`src/key_debounce_press_repeat_core_defines.svh`:
```
// Assertion macros for the key debounce core.
`ifndef KEY_DEBOUNCE_PRESS_REPEAT_CORE_DEFINES_SVH
`define KEY_DEBOUNCE_PRESS_REPEAT_CORE_DEFINES_SVH

`ifndef SYNTHESIS
`define KDPR_ASSERT(label, clk, rstn, prop, msg) \
    label: assert property (@(posedge clk) disable iff (!rstn) prop) else $error(msg);
`define KDPR_ASSERT_RST(label, clk, prop, msg) \
    label: assert property (@(posedge clk) prop) else $error(msg);
`else
`define KDPR_ASSERT(label, clk, rstn, prop, msg)
`define KDPR_ASSERT_RST(label, clk, prop, msg)
`endif

`endif

```
`src/kdpr_pkg.sv`:
```
`default_nettype none

package kdpr_pkg;

    localparam int KEY_COUNT = 8;
    localparam int DELAY_W   = 16;

    localparam logic [1:0] FUNC_TICK   = 2'd0;
    localparam logic [1:0] FUNC_PRESS  = 2'd1;
    localparam logic [1:0] FUNC_REPEAT = 2'd2;

    localparam logic               CFG_REPEAT_DELAY = 1'b0;
    localparam logic               CFG_REPEAT_KEYS  = 1'b1;
    localparam logic [DELAY_W-1:0] REPEAT_DELAY_RST = 16'd150;
    localparam logic [KEY_COUNT-1:0] REPEAT_KEYS_RST = 8'd128;

    typedef struct packed {
        logic [1:0]           func;
        logic [KEY_COUNT-1:0] pins;
        logic [KEY_COUNT-1:0] read_mask;
    } item_t;

    typedef struct packed {
        logic [KEY_COUNT-1:0] key_state;
        logic [KEY_COUNT-1:0] taken;
    } result_t;

endpackage

`default_nettype wire

```
`src/kdpr_keys.sv`:
```
`default_nettype none

module kdpr_keys (
    input  wire logic                                  aclk,
    input  wire logic                                  aresetn,
    input  wire logic                                  fire,
    input  wire kdpr_pkg::item_t                       item,
    input  wire logic [kdpr_pkg::DELAY_W-1:0]          repeat_delay,
    input  wire logic [kdpr_pkg::KEY_COUNT-1:0]        repeat_keys,
    output kdpr_pkg::result_t                          result,
    output logic [kdpr_pkg::KEY_COUNT-1:0]             debounced
);

    localparam int K = kdpr_pkg::KEY_COUNT;
    localparam int D = kdpr_pkg::DELAY_W;

    logic [K-1:0] deb_reg, deb_next;
    logic [K-1:0] cl_reg, cl_next;
    logic [K-1:0] ch_reg, ch_next;
    logic [K-1:0] press_reg, press_next;
    logic [K-1:0] rep_reg, rep_next;
    logic [D-1:0] cnt_reg, cnt_next;

    logic [K-1:0] chg, tog, held, got;
    logic [D-1:0] cnt_base;

    always_comb begin
        deb_next   = deb_reg;
        cl_next    = cl_reg;
        ch_next    = ch_reg;
        press_next = press_reg;
        rep_next   = rep_reg;
        cnt_next   = cnt_reg;
        got        = '0;

        // vertical counter step
        chg      = deb_reg ^ ~item.pins;
        tog      = '0;
        held     = '0;
        cnt_base = cnt_reg;

        case (item.func)
            kdpr_pkg::FUNC_TICK: begin
                cl_next    = ~(cl_reg & chg);
                ch_next    = cl_next ^ (ch_reg & chg);
                tog        = chg & cl_next & ch_next;
                deb_next   = deb_reg ^ tog;
                press_next = press_reg | (deb_next & tog);
                held       = deb_next & repeat_keys;
                cnt_base   = (held == '0) ? repeat_delay : cnt_reg;
                cnt_next   = cnt_base - D'(1);
                if (cnt_next == '0) begin
                    rep_next = rep_reg | held;
                end
            end
            kdpr_pkg::FUNC_PRESS: begin
                got        = press_reg & item.read_mask;
                press_next = press_reg & ~got;
            end
            kdpr_pkg::FUNC_REPEAT: begin
                got      = rep_reg & item.read_mask;
                rep_next = rep_reg & ~got;
            end
            default: begin
                got = '0;
            end
        endcase

        result.key_state = deb_next;
        result.taken     = got;
    end

    always_ff @(posedge aclk) begin
        if (!aresetn) begin
            deb_reg   <= '0;
            cl_reg    <= '0;
            ch_reg    <= '0;
            press_reg <= '0;
            rep_reg   <= '0;
            cnt_reg   <= '0;
        end else if (fire) begin
            deb_reg   <= deb_next;
            cl_reg    <= cl_next;
            ch_reg    <= ch_next;
            press_reg <= press_next;
            rep_reg   <= rep_next;
            cnt_reg   <= cnt_next;
        end
    end

    assign debounced = deb_reg;

endmodule

`default_nettype wire

```
`src/key_debounce_press_repeat_core.sv`:
```
// Eight-key debouncer with press and repeat latches.
// Input channel (s_valid/s_ready): s_func 0 samples the active-low s_pins,
// 1 reads and clears the press latches selected by s_read_mask, 2 does the
// same for the repeat latches; code 3 changes nothing.
// Result channel (m_valid/m_ready): one word per input word, m_key_state is
// the debounced state after the word, m_taken the latched keys a read took
// (zero on a sample).
// Acceptance loads the input register; the word then moves into the result
// register once that is free, and m_valid is set with it.
// Throughput: one word per cycle while m_ready is high, set by the state
// update between the two registers, which is combinational.
// Configuration: cfg_wr_en with cfg_addr 0 writes the 16-bit repeat delay,
// cfg_addr 1 the repeat key mask; write only while no word is in flight.
// Reset (aresetn low, synchronous) empties both registers, clears all key
// state and latches, and loads delay 150 and repeat mask 0x80.
// When m_ready is low the result holds; one more word is taken into the
// input register, then s_ready drops until the result is taken.
`default_nettype none

`include "key_debounce_press_repeat_core_defines.svh"

module key_debounce_press_repeat_core (
    input  wire logic                                aclk,
    input  wire logic                                aresetn,
    input  wire logic                                cfg_wr_en,
    input  wire logic                                cfg_addr,
    input  wire logic [kdpr_pkg::DELAY_W-1:0]        cfg_wdata,
    input  wire logic                                s_valid,
    output logic                                     s_ready,
    input  wire logic [1:0]                          s_func,
    input  wire logic [kdpr_pkg::KEY_COUNT-1:0]      s_pins,
    input  wire logic [kdpr_pkg::KEY_COUNT-1:0]      s_read_mask,
    output logic                                     m_valid,
    input  wire logic                                m_ready,
    output logic [kdpr_pkg::KEY_COUNT-1:0]           m_key_state,
    output logic [kdpr_pkg::KEY_COUNT-1:0]           m_taken
);

    localparam int K = kdpr_pkg::KEY_COUNT;
    localparam int D = kdpr_pkg::DELAY_W;

    logic [D-1:0]      delay_reg;
    logic [K-1:0]      rkeys_reg;
    logic              in_valid_reg;
    kdpr_pkg::item_t   in_reg;
    logic              out_valid_reg;
    kdpr_pkg::result_t out_reg;

    logic              out_load;
    logic              fire;
    kdpr_pkg::result_t result;
    logic [K-1:0]      debounced;

    always_ff @(posedge aclk) begin
        if (!aresetn) begin
            delay_reg <= kdpr_pkg::REPEAT_DELAY_RST;
            rkeys_reg <= kdpr_pkg::REPEAT_KEYS_RST;
        end else if (cfg_wr_en) begin
            case (cfg_addr)
                kdpr_pkg::CFG_REPEAT_DELAY: delay_reg <= cfg_wdata;
                kdpr_pkg::CFG_REPEAT_KEYS:  rkeys_reg <= cfg_wdata[K-1:0];
                default: delay_reg <= delay_reg;
            endcase
        end
    end

    assign out_load = !out_valid_reg || m_ready;
    assign fire     = in_valid_reg && out_load;
    assign s_ready  = !in_valid_reg || out_load;

    always_ff @(posedge aclk) begin
        if (!aresetn) begin
            in_valid_reg <= 1'b0;
        end else if (s_ready) begin
            in_valid_reg <= s_valid;
        end
    end

    always_ff @(posedge aclk) begin
        if (s_valid && s_ready) begin
            in_reg.func      <= s_func;
            in_reg.pins      <= s_pins;
            in_reg.read_mask <= s_read_mask;
        end
    end

    kdpr_keys u_keys (
        .aclk         (aclk),
        .aresetn      (aresetn),
        .fire         (fire),
        .item         (in_reg),
        .repeat_delay (delay_reg),
        .repeat_keys  (rkeys_reg),
        .result       (result),
        .debounced    (debounced)
    );

    always_ff @(posedge aclk) begin
        if (!aresetn) begin
            out_valid_reg <= 1'b0;
        end else if (out_load) begin
            out_valid_reg <= in_valid_reg;
        end
    end

    always_ff @(posedge aclk) begin
        if (fire) begin
            out_reg <= result;
        end
    end

    assign m_valid     = out_valid_reg;
    assign m_key_state = out_reg.key_state;
    assign m_taken     = out_reg.taken;

    `KDPR_ASSERT(a_tick_takes_nothing, aclk, aresetn,
        (fire && in_reg.func == kdpr_pkg::FUNC_TICK) |=> (m_taken == '0),
        "sample word returned latched keys")
    `KDPR_ASSERT(a_read_keeps_state, aclk, aresetn,
        (fire && in_reg.func != kdpr_pkg::FUNC_TICK) |=> (debounced == $past(debounced)),
        "debounced state changed on a read")
    `KDPR_ASSERT(a_result_matches_state, aclk, aresetn,
        fire |=> (m_key_state == debounced),
        "result key state differs from debounced state")
    `KDPR_ASSERT_RST(a_reset_empties, aclk,
        !aresetn |=> (!m_valid && !in_valid_reg),
        "pipeline not empty after reset")

endmodule

`default_nettype wire

```
`config.mk`:
```
export PLATFORM = sky130hd
export DESIGN_NAME = key_debounce_press_repeat_core
export DESIGN_NICKNAME = d
export VERILOG_FILES = /design/src/kdpr_pkg.sv /design/src/kdpr_keys.sv /design/src/key_debounce_press_repeat_core.sv
export VERILOG_INCLUDE_DIRS = /design/src /design/src/src
export SDC_FILE = /design/constraint.sdc
export NUM_CORES = 1
export LEC_CHECK = 0
export BUFFER_PORTS_ARGS = -buffer_cell sky130_fd_sc_hd__buf_2
export CAP_MARGIN = 10
export CORE_ASPECT_RATIO = 0.9
export CORE_UTILIZATION = 45
export DETAILED_ROUTE_END_ITERATION = 10
export HOLD_SLACK_MARGIN = 0.02
export PLACE_DENSITY_LB_ADDON = 0.1
export SYNTH_ARGS = -nofsm -noshare
export SYNTH_HDL_FRONTEND = slang
export SYNTH_SLANG_ARGS = --single-unit
```
`constraint.sdc`:
```
create_clock -name aclk -period 7.65 [get_ports aclk]
set_clock_uncertainty 0.15 [all_clocks]
set_input_delay 0.765 -clock aclk [delete_from_list [all_inputs] [get_ports aclk]]
set_output_delay 0.765 -clock aclk [all_outputs]
set_load 0.01 [all_outputs]
```
# [After elaboration in Yosys (flattened, before gate mapping)]
# Index checks and enable logic that the tools add are counted.
[word_totals] latchBits=0 mem_bits_ro=0 ram_bits=0 output_inout_bits=18 ff_bits=116 memories=0
[op_classes] add_sub_neg=1 multipliers=0 muxes=6 shift=0 n_reduce_logical=16 n_lt_le_gt_ge=0 bitwise=20 eq_ne=3 n_div=0
[ops] operator="8-bit AND" count=10
[ops] operator="8-bit case mux with 2 select lines" count=3
[ops] operator="8-bit NOT" count=4
[ops] operator="8-bit XOR" count=3
[ops] operator="16-bit zero test" count=1
[ops] operator="16-bit 2-to-1 mux" count=1
[ops] operator="8-bit 2-to-1 mux" count=2
[ops] operator="8-bit bitwise OR" count=2
[ops] operator="16-bit by 1-bit subtractor with 16-bit output, second input constant" count=1
[ops] operator="8-bit zero test" count=1
[ops] operator="2-bit AND reduction" count=4
[ops] operator="2-bit nonzero test" count=2
[ops] operator="3-bit AND reduction" count=1
[ops] operator="2-bit by 1-bit equality test with 1-bit output, second input constant" count=1
[ops] operator="2-bit equality test, second input constant" count=1
[ops] operator="1-bit logical AND" count=2
[ops] operator="1-bit zero test" count=2
[ops] operator="2-bit zero test" count=1
[ops] operator="1-bit logical OR" count=2
[ops] operator="2-bit by 1-bit != test with 1-bit output, second input constant" count=1
[ops] operator="1-bit NOT" count=1

# [Logic depth before layout (Yosys ltp)]
# Gate-level depths: netlist of run 1.
[logic_depth] depth_word=14 mapped_depth=19

# [Cells and area by module]
# A second synthesis of run 1 with hierarchy kept.
[unflattened] hier_cells=617 hier_area_um2=5799.3
[by_module_without_submodules] mod="kdpr_keys" area_each_um2=3707.3 cells_each=469 instances=1 seq_area_each_um2=1121.1
[by_module_without_submodules] mod="key_debounce_press_repeat_core" area_each_um2=2092.0 cells_each=148 instances=1 seq_area_each_um2=1541.5

# [Worst setup path after synthesis of run 1]
# Ideal clock, no wire load.
[synth_timing] kind="flip-flop to flip-flop" start="register in_reg[11] (netlist bit)" end="register u_keys.rep_reg[0]" path_slack_ns=2.754 t_arrival_ns=4.617 synth_period_minus_slack_ns=4.896 stages_incl_launch_ff=19 path_cell_list="edfxtp_1 -> xnor2_1 -> nor3b_1 -> ha_1 -> nand2b_1 -> and4_1 -> nand2_1 -> clkbuf_1 -> clkbuf_1 -> mux2i_1 -> ha_1 -> or4b_1 -> clkbuf_1 -> o41ai_1 -> o21ai_0 -> o32ai_2 -> o2111ai_2 -> o41ai_1 -> a21oi_1"
[synth_between] elab_chain_len=14 word_cells_on_any_way=16 classes_between="add/sub: 1; eq/ne: 1; mux: 1; bitwise: 10; reduce/logical: 3"
[synth_rtl] item="start, declared" line="key_debounce_press_repeat_core.sv:45" text="kdpr_pkg::item_t in_reg;"
[synth_rtl] item="8-bit NOT *" line="kdpr_keys.sv:37" text="chg = deb_reg ^ ~item.pins;"
[synth_rtl] item="8-bit XOR *" line="kdpr_keys.sv:37"
[synth_rtl] item="8-bit AND" line="kdpr_keys.sv:44" text="cl_next = ~(cl_reg & chg);"
[synth_rtl] item="8-bit NOT" line="kdpr_keys.sv:44"
[synth_rtl] item="8-bit AND / 8-bit XOR (equally long branches)" line="kdpr_keys.sv:46, kdpr_keys.sv:45"
[synth_rtl] item="8-bit AND *" line="kdpr_keys.sv:46" text="tog = chg & cl_next & ch_next;"
[synth_rtl] item="8-bit XOR *" line="kdpr_keys.sv:47" text="deb_next = deb_reg ^ tog;"
[synth_rtl] item="8-bit AND *" line="kdpr_keys.sv:49" text="held = deb_next & repeat_keys;"
[synth_rtl] item="8-bit zero test *" line="kdpr_keys.sv:50" text="cnt_base = (held == '0) ? repeat_delay : cnt_reg;"
[synth_rtl] item="16-bit 2-to-1 mux *" line="kdpr_keys.sv:50"
[synth_rtl] item="16-bit by 1-bit subtractor with 16-bit output *" line="kdpr_keys.sv:51" text="cnt_next = cnt_base - D'(1);"
[synth_rtl] item="16-bit zero test *" line="kdpr_keys.sv:52" text="if (cnt_next == '0) begin"
[synth_rtl] item="2-bit by 1-bit != test with 1-bit output (no line) *"
[synth_rtl] item="3-bit AND reduction (no line) *"
[synth_rtl] item="end signal, assigned" line="kdpr_keys.sv:86" text="rep_reg <= rep_next;"
[synth_rtl] item="end, declared" line="kdpr_keys.sv:21" text="logic [K-1:0] rep_reg, rep_next;"
# Mark *: on every way between the ends. The rest lies on a longest branch, timed or not.
# A chain may end at the register's enable or synchronous reset.

# [Final worst setup path of run 1]
[layout_timing] start="register in_reg[13] (netlist bit)" end="register u_keys.rep_reg[0]"
# Same word-level chain as after synthesis.

==> reports/summary.txt, run 1 <==
=================================================================================================================
Placed wire-length estimate after detailed placement ...............................................    10,400 um
Count of max-cap constraint violations .............................................................            0
Pin slew with the least headroom to its limit ......................................................      1.09 ns
Number of failing hold endpoints at the final stage ................................................            0
Routed wire length .................................................................................    15,300 um
Setup violators final ..............................................................................            0
Drt via density ....................................................................................         5.64
Initial core utilization ...........................................................................        46.2%
CP Data Arrival Time ...............................................................................      5.96 ns
Number of levels in the clock H-tree ...............................................................            4
Final Max Slew Viols ...............................................................................            0
Dpl cells ..........................................................................................          875
Dominant register cell in the synthesized netlist ..................................................      dfxtp_1
Count of antenna-violating nets left after detailed routing ........................................            0
Pin count of the biggest net entering global routing ...............................................           60
Number of flip-flops in the largest register .......................................................           18
Startpoint of the most critical setup path .........................................................   in_reg[13]
Crit path cell chain ............................................................................... xnor2_1 -> nor3b_1 -> ha_1 -> nand2b_1 -> and4_1 -> nand2_1 -> mux2i_1 -> ha_1 -> or4b_1 -> o41ai_1 -> o21ai_0 -> o32ai_2 -> o2111ai_2 -> o41ai_1 -> a21oi_1
Fin cells ..........................................................................................          907
Post-route DRC .....................................................................................            0
Final period demand of the worst path ..............................................................      5.82 ns
Compound-cell area share of the yosys netlist ......................................................        18.7%
Setup slack after layout ...........................................................................      1.83 ns
Number of vias in the routed layout ................................................................        5,118
Synthesis-stage register bit count .................................................................          116
Critical path data required time ...................................................................      7.79 ns
First-pass detailed-route iteration total ..........................................................            5
Upper clock frequency limit ........................................................................    0.172 GHz
Synth Cell Area ....................................................................................    5860 um^2
Max Root-Sink Buffers ..............................................................................            2
Post-CTS Repair Setup Buffers ......................................................................            0
Worst-case headroom to the max-slew limit ..........................................................        27.5%
Arithmetic-cell share of the synthesized area counting full adders, half adders and majority gates .        2.78%
Min-delay worst type ...............................................................................   reg -> reg
Post-route clock period utilization ................................................................        76.1%
Multiplexer share of the synthesized area ..........................................................        2.07%
Share of synthesized area occupied by flip-flops and latches .......................................        45.5%
TritonCTS clock tree ...............................................................................         done
First-pass GRT wire length .........................................................................    24,200 um
Final total power ..................................................................................      1.72 mW
Launch point of the worst reg-to-reg path ..........................................................   in_reg[13]
IR Drop Worst-Case VDD .............................................................................       196 uV
Via count of the first global-routing pass .........................................................        4,715
Number of antenna violations at the first check in global routing ..................................            0
Number of distinct library cell variants in the gate-level netlist after synthesis .................           59
Total die area .....................................................................................  13,500 um^2
Maximum fanout along the worst path ................................................................           24
Floorplan row count ................................................................................           39
Total number of clock tree sinks ...................................................................          116
Combinational family with the most area after synthesis ............................................ simple AND/OR/NAND/NOR gates
Slowest cell on crit path ..........................................................................      nand2_1
Total negative slack ...............................................................................         0 ns
Port buffer count ..................................................................................           57
Setup Slack @ Placement ............................................................................      1.98 ns
Final net count ....................................................................................          783
Clock network latency to the later pin of the worst-skew pair ......................................      0.42 ns
GRT overflow .......................................................................................            0
Wire per inst ......................................................................................      16.9 um
Setup repair after global routing missed its margin ................................................        false
Setup crit end kind ................................................................................         flop
Delay of the slowest cell on the worst path ........................................................      0.64 ns
Ports placed on the boundary .......................................................................           58
Critical path launch point type ....................................................................         flop
Number of warnings issued by yosys .................................................................            0
Total routing resource utilization after global routing ............................................        23.9%
Standard cell core area ............................................................................  12,700 um^2
Share of cells above drive strength 1 ..............................................................        14.4%
Horizontal die dimension ...........................................................................       122 um
Post-synthesis average cell area ...................................................................    8.44 um^2
Type of the setup path with the least slack ........................................................   reg -> reg
Most frequent cells in the layout .................................................................. nand2_1, dfxtp_1, a21oi_1, nor2_1, buf_2
Power per cell area ................................................................................  253 nW/um^2
CTS root buf .......................................................................................    clkbuf_16
N_diodes ...........................................................................................            0
Launch instance of the worst min-delay path ........................................................ rkeys_reg[5]
Status ............................................................................................. finished clean
Static power due to leakage ........................................................................      2.48 nW
Hold-fix buffers, CTS ..............................................................................            0
Total CTS buffers ..................................................................................           17
Simple-gate share of the synthesized area ..........................................................        24.9%
Register clock-pin slew on the reported worst setup and hold paths .................................      0.05 ns
Y dimension of the die .............................................................................       110 um
Post-synthesis share of cell area spent on xor and xnor gates ......................................        2.24%
Cts repair resizes .................................................................................            0
Post-Synthesis Cells ...............................................................................          694
Final weighted congestion in routability-driven placement ..........................................        0.869
P&R area growth vs syn .............................................................................        15.8%
Share of async-settable or async-resettable flops after synthesis ..................................           0%
Nets in the synthesized netlist ....................................................................          747
Count of flip-flops with a built-in enable after synthesis .........................................           34
First-iteration detailed-routing DRC count .........................................................          461
Most frequent standard cell in the layout excluding fill and tap cells .............................      nand2_1
=================================================================================================================
==> critical path, delay by kind of cell, from the launching register on <==
family	cells	cell delay (ns)
AOI/OAI and AO/OA	6	1.64
xor gates and xnor gates	1	0.29
adders and majority gates	2	0.84
DFF	1	0.38
muxes	1	0.38
and+or+nand+nor	5	2.02
==> report_power, final <==
group          total [mW]  internal (mW)  leakage [nW]  switching [mW]
Clock               0.771          0.489         0.281           0.281
Combinational       0.262         0.0947          1.21           0.167
Sequential          0.685          0.660         0.993          0.0247
Total                1.72           1.24          2.48           0.473
==> Yosys cell counts, drive strengths merged (12+ instances only) <==
| master | count | area share (%) |
|---|---|---|
| nand2 | 115 | 7.4 |
| dfxtp | 82 | 28 |
| a21oi | 77 | 6.6 |
| nor2 | 64 | 4.1 |
| clkbuf | 41 | 2.6 |
| nand3 | 36 | 3.2 |
| edfxtp | 34 | 17 |
| o21ai | 32 | 2.8 |
| inv | 15 | 0.96 |
| a211oi | 14 | 1.8 |
| ha | 13 | 2.8 |
| nand4 | 13 | 1.4 |
| or3 | 12 | 1.3 |
==> cell type report <==
type                            instances  area, um^2
Tap cell                              164         205
Timing Repair Buffer                   61         315
Sequential cell                       116        2660
Clock buffer                           24         503
Fill cell                            1203        5900
Multi-Input combinational cell        519        2970
Clock inverter                          8        73.8
Inverter                               15        56.3
==> path summary, 6_finish.rpt <==
path,end,slack [ns],cells past startpoint
setup / recovery,u_keys.rep_reg[0],1.83,15
hold / removal,rkeys_reg[5],0.31,2
setup reg to reg,u_keys.rep_reg[0],1.83,15
hold reg to reg,rkeys_reg[5],0.31,2
==> through the flow <==
step / hold slack [ns] / util [%] / cell area, um^2
2_1_floorplan: 0.278 / - / 5860
3_3_place_gp: 0.300 / 48.9 / 6210
3_5_place_dp: 0.302 / 48.9 / 6210
4_1_cts: 0.309 / 53.5 / 6780
5_1_grt: 0.334 / 53.5 / 6780
6_report: 0.306 / 53.5 / 6780
==> layer usage <==
metal / routed length (um) / global-route usage [%] / share of wire, %
met1: 7300 / 33.2 / 48
met2: 6810 / 36.0 / 45
met3: 949 / 6.12 / 6.2
met4: 231 / 7.58 / 1.5
met5: 0 / 0 / 0
==> cells by family (layout without fill, tap and decap cells) <==
kind of cell             after synthesis  count (layout)
AO/OA/AOI/OAI                        174             174
XOR/XNOR                              15              15
adder cells (fa/ha/maj)               13              13
buffers and inverters                 59             108
flip-flops                           116             116
multiplexers                          12              12
AND/OR/NAND/NOR                      305             305
(Power assumes the default switching activity.)
==> inputs of run 2 (changes only) <==
- clock period: 7.65 -> 5.8 ns (I/O delays scaled with it)
==> run 2 against run 1 <==
  * Final area up 0.57%
  * First-iteration DRC count shrank 6.7%
  * Fmax increased by 12%
  * Largest cell class unchanged
  * Non-clock buffer count is 1 higher
==> reports/summary.txt, run 2 (synthesis results as in run 1) <==
=====================================================================================
Register clock-pin slew on the reported worst setup and hold paths .....      0.06 ns   was 0.05 ns
Total die area .........................................................  13,500 um^2   unchanged
Count of antenna-violating nets left after detailed routing ............            0   unchanged
Routed wire length .....................................................    15,300 um   about the same
Setup slack after layout ...............................................     0.620 ns   was 1.83 ns
Layout Utilization .....................................................        53.8%   was 53.5%
Pin count of the biggest net entering global routing ...................           60   unchanged
Number of failing hold endpoints at the final stage ....................            0   unchanged
Number of vias in the routed layout ....................................        5,230   was 5,118
First-pass detailed-route iteration total ..............................            7   was 5
Placed wire-length estimate after detailed placement ...................    10,500 um   was 10,400 um
P&R area growth vs syn .................................................        16.4%   was 15.8%
Setup repair after global routing missed its margin ....................        false   unchanged
Post-route clock period utilization ....................................        89.3%   was 76.1%
Dpl cells ..............................................................          876   was 875
Port buffer count ......................................................           57   unchanged
Static power due to leakage ............................................      2.50 nW   was 2.48 nW
Final net count ........................................................          784   was 783
Pin slew with the least headroom to its limit ..........................      1.12 ns   was 1.09 ns
Worst hold stages ......................................................            1   was 2
Total number of clock tree sinks .......................................          116   unchanged
Number of antenna violations at the first check in global routing ......            0   unchanged
Post-route DRC .........................................................            0   unchanged
Final Max Slew Viols ...................................................            0   unchanged
Standard cell core area ................................................  12,700 um^2   unchanged
Y dimension of the die .................................................       110 um   unchanged
Hold-fix buffers, CTS ..................................................            0   unchanged
Horizontal die dimension ...............................................       122 um   unchanged
CTS root buf ...........................................................    clkbuf_16   unchanged
Via count of the first global-routing pass .............................        4,621   was 4,715
Worst-case hold path end point .........................................   in_reg[12]   was rkeys_reg[5]
N_diodes ...............................................................            0   unchanged
Depth of the worst register-to-register path ...........................           15   unchanged
Most frequent cells in the layout ...................................... nand2_1, dfxtp_1, a21oi_1, nor2_1, buf_2   unchanged
Setup violators final ..................................................            0   unchanged
Fin cells ..............................................................          908   was 907
Critical path launch point type ........................................         flop   unchanged
Final Hold Slack .......................................................     0.188 ns   was 0.306 ns
Final total power ......................................................      2.32 mW   was 1.72 mW
Count of max-cap constraint violations .................................            0   unchanged
Total negative slack ...................................................         0 ns   unchanged
Power per cell area ....................................................  339 nW/um^2   was 253 nW/um^2
Most frequent standard cell in the layout excluding fill and tap cells .      nand2_1   unchanged
GRT overflow ...........................................................            0   unchanged
Upper clock frequency limit ............................................    0.193 GHz   was 0.172 GHz
CP Data Arrival Time ...................................................      5.31 ns   was 5.96 ns
Worst-case headroom to the max-slew limit ..............................        25.2%   was 27.5%
Total routing resource utilization after global routing ................        23.7%   was 23.9%
Endpoint of the lowest-slack register-to-register path ................. u_keys.rep_reg[4]   was u_keys.rep_reg[0]
First-pass GRT wire length .............................................    24,000 um   was 24,200 um
Area of all placed cells without fillers ...............................    6820 um^2   was 6780 um^2
Cts repair resizes .....................................................            0   unchanged
Drt via density ........................................................         5.76   was 5.64
TritonCTS clock tree ...................................................         done   unchanged
Floorplan row count ....................................................           39   unchanged
Maximum fanout along the worst path ....................................           17   was 24
Critical path data required time .......................................      5.93 ns   was 7.79 ns
Number of levels in the clock H-tree ...................................            4   unchanged
Final weighted congestion in routability-driven placement ..............        0.840   was 0.869
Type of the setup path with the least slack ............................   reg -> reg   unchanged
Post-CTS Repair Setup Buffers ..........................................            0   unchanged
Min-delay worst type ...................................................    in -> reg   was reg -> reg
Total CTS buffers ......................................................           17   unchanged
Initial core utilization ...............................................        46.2%   unchanged
Setup crit end kind ....................................................         flop   unchanged
Setup Slack @ Placement ................................................     0.731 ns   was 1.98 ns
Wire per inst ..........................................................      16.8 um   was 16.9 um
Number of fill cells in the layout .....................................        1,175   was 1,203
Post-Place Cell Area ...................................................    6210 um^2   about the same
Launch point of the worst reg-to-reg path ..............................   in_reg[13]   unchanged
Share of cells above drive strength 1 ..................................        14.7%   was 14.4%
Number of flip-flops in the largest register ...........................           18   unchanged
Max Root-Sink Buffers ..................................................            2   unchanged
Clock network latency to the later pin of the worst-skew pair ..........      0.42 ns   about the same
Status ................................................................. finished clean   unchanged
IR Drop Worst-Case VDD .................................................       258 uV   was 196 uV
First-iteration detailed-routing DRC count .............................          430   was 461
Setup slack of the most critical reg-to-reg path .......................      0.62 ns   was 1.83 ns
Launch instance of the worst min-delay path ............................    s_pins[4]   was rkeys_reg[5]
Ports placed on the boundary ...........................................           58   unchanged
Final period demand of the worst path ..................................      5.18 ns   was 5.82 ns
=====================================================================================
run 2: cell type report:
type                    count  area [um^2]  area share (%)
inverters                  15         56.3           0.825
flip-flops and latches    116         2660            39.0
repair buffers             62          323            4.73
clock inverters             9         86.3            1.27
well taps                 164          205            3.01
clock buffers              23          522            7.65
multi-input cells         519         2970            43.5
run 2: worst max path at each step:
stage	startpoint	end	slack [ns]	depth (start not counted)
floorplan	in_reg[11]	u_keys.rep_reg[0]	0.90	18
global placement	in_reg[10]	u_keys.rep_reg[3]	0.94	15
detailed placement	in_reg[13]	u_keys.rep_reg[4]	0.73	15
CTS	in_reg[11]	u_keys.rep_reg[4]	0.68	15
global route	in_reg[13]	u_keys.rep_reg[0]	0.14	15
finish	in_reg[13]	u_keys.rep_reg[4]	0.62	15
run 2: worst max-delay path, stage by stage (launching register included):
cell       delay, ns
edfxtp_1        0.38
xnor2_1         0.23
nor3b_1         0.24
ha_1            0.29
nand2b_1        0.22
and4_1          0.27
nand2_1         0.15
mux2i_1         0.31
ha_1            0.51
or4b_1          0.60
o41ai_1         0.28
o21ai_0         0.23
o32ai_2         0.30
o2111ai_2       0.35
o41ai_1         0.46
a21oi_1         0.08
run 2: where the power goes:
part	switching [mW]	internal, mW
sequential	0.0330	0.871
combinational	0.222	0.126
clock	0.385	0.679
run 2: layer usage:
metal  vias to the layer above  track usage, %  part of all wire, %
met4                         0            7.40                  1.0
met2                       176            34.7                   44
met1                      2457            33.2                   48
met3                        18            7.15                  6.8
met5                         -               0                    0
li1                       2579               -                    -
==> inputs of run 3 (changes only) <==
- SYNTH_HIERARCHICAL: default -> 1
- TNS_END_PERCENT: default -> 10
==> run 3 against run 2 <==
  * Final cell count fell by 8.0%
  * Final area is 1.9% lower
  * Via count down 10%
  * Worst setup slack lost 0.32 ns
  * Synthesized area is 1.0% lower
  * Clock power shrank 12%
  * Synthesized cell count down 11%
  * Routed wire length decreased by 7.4%
  * Sequential power is essentially flat
  * Combinational power fell by 10%
  * Clock-buffer cell count up 4
  * Global-route usage decreased by 1.0 points
  * Critical path type unchanged
==> reports/summary.txt, run 3 <==
=================================================================================================================
Status ............................................................................................. finished clean   unchanged
Max Root-Sink Buffers ..............................................................................            2   unchanged
Pin slew with the least headroom to its limit ......................................................      1.20 ns   was 1.12 ns
Synth top cells by count ........................................................................... nand2_1, dfxtp_1, nor2_1   was nand2_1, dfxtp_1, a21oi_1
Final Hold Slack ...................................................................................     0.189 ns   was 0.188 ns
Count of flip-flops with a built-in enable after synthesis .........................................           34   unchanged
Ports placed on the boundary .......................................................................           58   unchanged
Slowest cell on crit path ..........................................................................       or4b_2   was or4b_1
Yosys top cell by area .............................................................................      dfxtp_1   unchanged
Register clock-pin slew on the reported worst setup and hold paths .................................      0.05 ns   was 0.06 ns
Power per cell area ................................................................................  321 nW/um^2   was 339 nW/um^2
Critical path data required time ...................................................................      5.94 ns   was 5.93 ns
Routed wire length .................................................................................    14,100 um   was 15,300 um
Arithmetic-cell share of the synthesized area counting full adders, half adders and majority gates .        2.80%   was 2.78%
Area share of the largest cell type after synthesis ................................................        28.3%   was 28.0%
Count of max-cap constraint violations .............................................................            0   unchanged
IR Drop Worst-Case VDD .............................................................................       169 uV   was 258 uV
Dpl cells ..........................................................................................          802   was 876
Setup repair after global routing missed its margin ................................................        false   unchanged
First-pass detailed-route iteration total ..........................................................            5   was 7
Port buffer count ..................................................................................           57   unchanged
Launch point of the worst reg-to-reg path .......................................................... u_keys/debounced[4]   was in_reg[13]
Hold-fix buffers, CTS ..............................................................................            0   unchanged
Number of distinct library cell variants in the gate-level netlist after synthesis .................           60   was 59
Upper clock frequency limit ........................................................................    0.182 GHz   was 0.193 GHz
Post-synthesis average cell area ...................................................................    9.40 um^2   was 8.44 um^2
Setup violators final ..............................................................................            0   unchanged
Most frequent standard cell in the layout excluding fill and tap cells .............................      nand2_1   unchanged
First-pass GRT wire length .........................................................................    22,900 um   was 24,000 um
Critical path launch point type ....................................................................         flop   unchanged
Total negative slack ...............................................................................         0 ns   unchanged
Worst-case hold path end point .....................................................................    in_reg[4]   was in_reg[12]
Number of failing hold endpoints at the final stage ................................................            0   unchanged
Most frequent cells in the layout .................................................................. nand2_1, dfxtp_1, buf_2, nor2_1, a21oi_1   was nand2_1, dfxtp_1, a21oi_1, nor2_1, buf_2
Final period demand of the worst path ..............................................................      5.50 ns   was 5.18 ns
Multiplexer share of the synthesized area ..........................................................        4.88%   was 2.07%
Depth of the worst register-to-register path .......................................................           16   was 15
TritonCTS clock tree ...............................................................................         done   unchanged
Post-route DRC .....................................................................................            0   unchanged
Number of antenna violations at the first check in global routing ..................................            0   unchanged
First-iteration detailed-routing DRC count .........................................................          408   was 430
Number of levels in the clock H-tree ...............................................................            4   unchanged
Total number of clock tree sinks ...................................................................          116   unchanged
Crit path cell chain ............................................................................... xor2_1 -> nor3_1 -> ha_1 -> and2b_2 -> or4_1 -> nor2_4 -> mux2i_2 -> ha_2 -> or4b_2 -> nor3b_1 -> xnor2_1 -> mux2i_1 -> or4_4 -> or4_4 -> nand2_4 -> a21oi_1   was xnor2_1 -> nor3b_1 -> ha_1 -> nand2b_1 -> and4_1 -> nand2_1 -> mux2i_1 -> ha_1 -> or4b_1 -> o41ai_1 -> o21ai_0 -> o32ai_2 -> o2111ai_2 -> o41ai_1 -> a21oi_1
N_diodes ...........................................................................................            0   unchanged
Number of flip-flops in the largest register .......................................................           18   unchanged
P&R area growth vs syn .............................................................................        15.4%   was 16.4%
Most frequent CP cell ..............................................................................        or4_4
Pin count of the biggest net entering global routing ...............................................           53   was 60
Initial core utilization ...........................................................................        47.1%   was 46.2%
Final weighted congestion in routability-driven placement ..........................................        0.910   was 0.840
Fin cells ..........................................................................................          835   was 908
Post-synthesis share of cell area spent on xor and xnor gates ......................................        4.08%   was 2.24%
Share of async-settable or async-resettable flops after synthesis ..................................           0%   unchanged
Final Max Slew Viols ...............................................................................            0   unchanged
Post-route clock period utilization ................................................................        94.9%   was 89.3%
Wire per inst ......................................................................................      16.9 um   was 16.8 um
Share of cells above drive strength 1 ..............................................................        18.5%   was 14.7%
Via count of the first global-routing pass .........................................................        4,394   was 4,621
Post-Synthesis Cells ...............................................................................          617   was 694
Dominant register cell in the synthesized netlist ..................................................      dfxtp_1   unchanged
Standard cell core area ............................................................................  12,300 um^2   was 12,700 um^2
Setup slack of the most critical reg-to-reg path ...................................................      0.30 ns   was 0.62 ns
Horizontal die dimension ...........................................................................       122 um   about the same
Placed wire-length estimate after detailed placement ...............................................      9830 um   was 10,500 um
Synthesis-stage register bit count .................................................................          116   unchanged
Final net count ....................................................................................          715   was 784
Static power due to leakage ........................................................................      2.76 nW   was 2.50 nW
Synth Cell Area ....................................................................................    5800 um^2   was 5860 um^2
Clock network latency to the later pin of the worst-skew pair ......................................      0.41 ns   was 0.42 ns
Endpoint of the lowest-slack register-to-register path ............................................. u_keys/rep_reg[0]   was u_keys.rep_reg[4]
Min-delay worst type ...............................................................................    in -> reg   unchanged
Total CTS buffers ..................................................................................           17   unchanged
GRT overflow .......................................................................................            0   unchanged
Total routing resource utilization after global routing ............................................        22.7%   was 23.7%
Type of the setup path with the least slack ........................................................   reg -> reg   unchanged
Count of antenna-violating nets left after detailed routing ........................................            0   unchanged
Floorplan row count ................................................................................           38   was 39
Simple-gate share of the synthesized area ..........................................................        21.9%   was 24.9%
Number of fill cells in the layout .................................................................        1,128   was 1,175
Combinational family with the most area after synthesis ............................................ simple AND/OR/NAND/NOR gates   unchanged
Total die area .....................................................................................  13,300 um^2   was 13,500 um^2
Compound-cell area share of the yosys netlist ......................................................        15.2%   was 18.7%
Number of warnings issued by yosys .................................................................            6   was 0
Maximum fanout along the worst path ................................................................            8   was 17
Nets in the synthesized netlist ....................................................................          670   was 747
Worst hold stages ..................................................................................            1   unchanged
Library cell with the highest instance count after synthesis .......................................      nand2_1   unchanged
Setup crit end kind ................................................................................         flop   unchanged
Launch instance of the worst min-delay path ........................................................ s_read_mask[4]   was s_pins[4]
Number of vias in the routed layout ................................................................        4,700   was 5,230
Delay of the slowest cell on the worst path ........................................................      0.70 ns   was 0.60 ns
Worst-case headroom to the max-slew limit ..........................................................        19.8%   was 25.2%
CTS root buf .......................................................................................    clkbuf_16   unchanged
Y dimension of the die .............................................................................       110 um   about the same
CP Data Arrival Time ...............................................................................      5.64 ns   was 5.31 ns
Drt via density ....................................................................................         5.63   was 5.76
Largest cells by area after synthesis .............................................................. dfxtp_1, edfxtp_1, nand2_1, mux2i_1, a21oi_1   was dfxtp_1, edfxtp_1, nand2_1, a21oi_1, nor2_1
Share of synthesized area occupied by flip-flops and latches .......................................        45.9%   was 45.5%
=================================================================================================================
## run 3: through the flow
step | util (%) | power [mW] | worst slack [ns] | instance area, um^2
2_1_floorplan | - | 1.14 | 0.157 | 5800
3_3_place_gp | 49.7 | 1.22 | 0.339 | 6120
3_5_place_dp | 49.7 | 1.22 | 0.166 | 6120
4_1_cts | 54.0 | 2.16 | 0.148 | 6650
5_1_grt | 54.3 | 2.24 | 0.0384 | 6690
6_report | 54.3 | 2.15 | 0.296 | 6690
## run 3: logic make-up after synthesis
group	count (synthesis)
compound gates	131
xor+xnor	27
fa+ha+maj	13
buf+inv	57
flops	116
mux	28
simple gates	245
## run 3: power breakdown
part	total, mW	switching [mW]	internal [mW]	leakage (nW)
Sequential	0.906	0.0337	0.872	0.993
Clock	0.931	0.344	0.587	0.261
Combinational	0.313	0.185	0.127	1.51
Total	2.15	0.563	1.59	2.76
## run 3: cell type report
type,instances,area (um^2),area share [%]
tap,160,200,2.99
multi-input combinational,444,2880,43.1
clock inverter,5,27.5,0.411
inverter,17,63.8,0.954
sequential,116,2660,39.8
clock buffer,27,503,7.52
timing repair buffer,66,353,5.27
## run 3: repair_timing
item                       in CTS  in global routing
setup endpoints to repair       0                  8
setup buffers                   0                  1
resized for setup               0                  7
## run 3: worst max path at each step
stage               cells past startpoint           endpoint           startpoint  slack (ns)
finish                                 16  u_keys/rep_reg[0]  u_keys/debounced[4]        0.30
global route                           16  u_keys/rep_reg[2]  u_keys/debounced[4]        0.04
CTS                                    16  u_keys/rep_reg[0]            in_reg[9]        0.15
detailed placement                     16  u_keys/rep_reg[1]  u_keys/debounced[4]        0.17
global placement                       16  u_keys/rep_reg[2]            in_reg[9]        0.34
floorplan                              19  u_keys/rep_reg[5]            in_reg[9]        0.16
## run 3: critical path: cells and delay by family, from the launching register on
| kind | cells | cell delay [ns] |
|---|---|---|
| XOR/XNOR | 2 | 0.41 |
| AO/OA/AOI/OAI | 1 | 0.08 |
| AND/OR/NAND/NOR | 9 | 3.33 |
| adder cells (fa/ha/maj) | 2 | 0.63 |
| flip-flops | 1 | 0.38 |
| multiplexers | 2 | 0.40 |
## run 3: routing by layer
| metal | up-vias | track usage, % | part of all wire (%) |
|---|---|---|---|
| met4 | 0 | 7.94 | 0.76 |
| met3 | 13 | 5.45 | 6.0 |
| li1 | 2308 | - | - |
| met2 | 158 | 34.6 | 45 |
| met5 | - | 0 | 0 |
| met1 | 2221 | 31.4 | 48 |
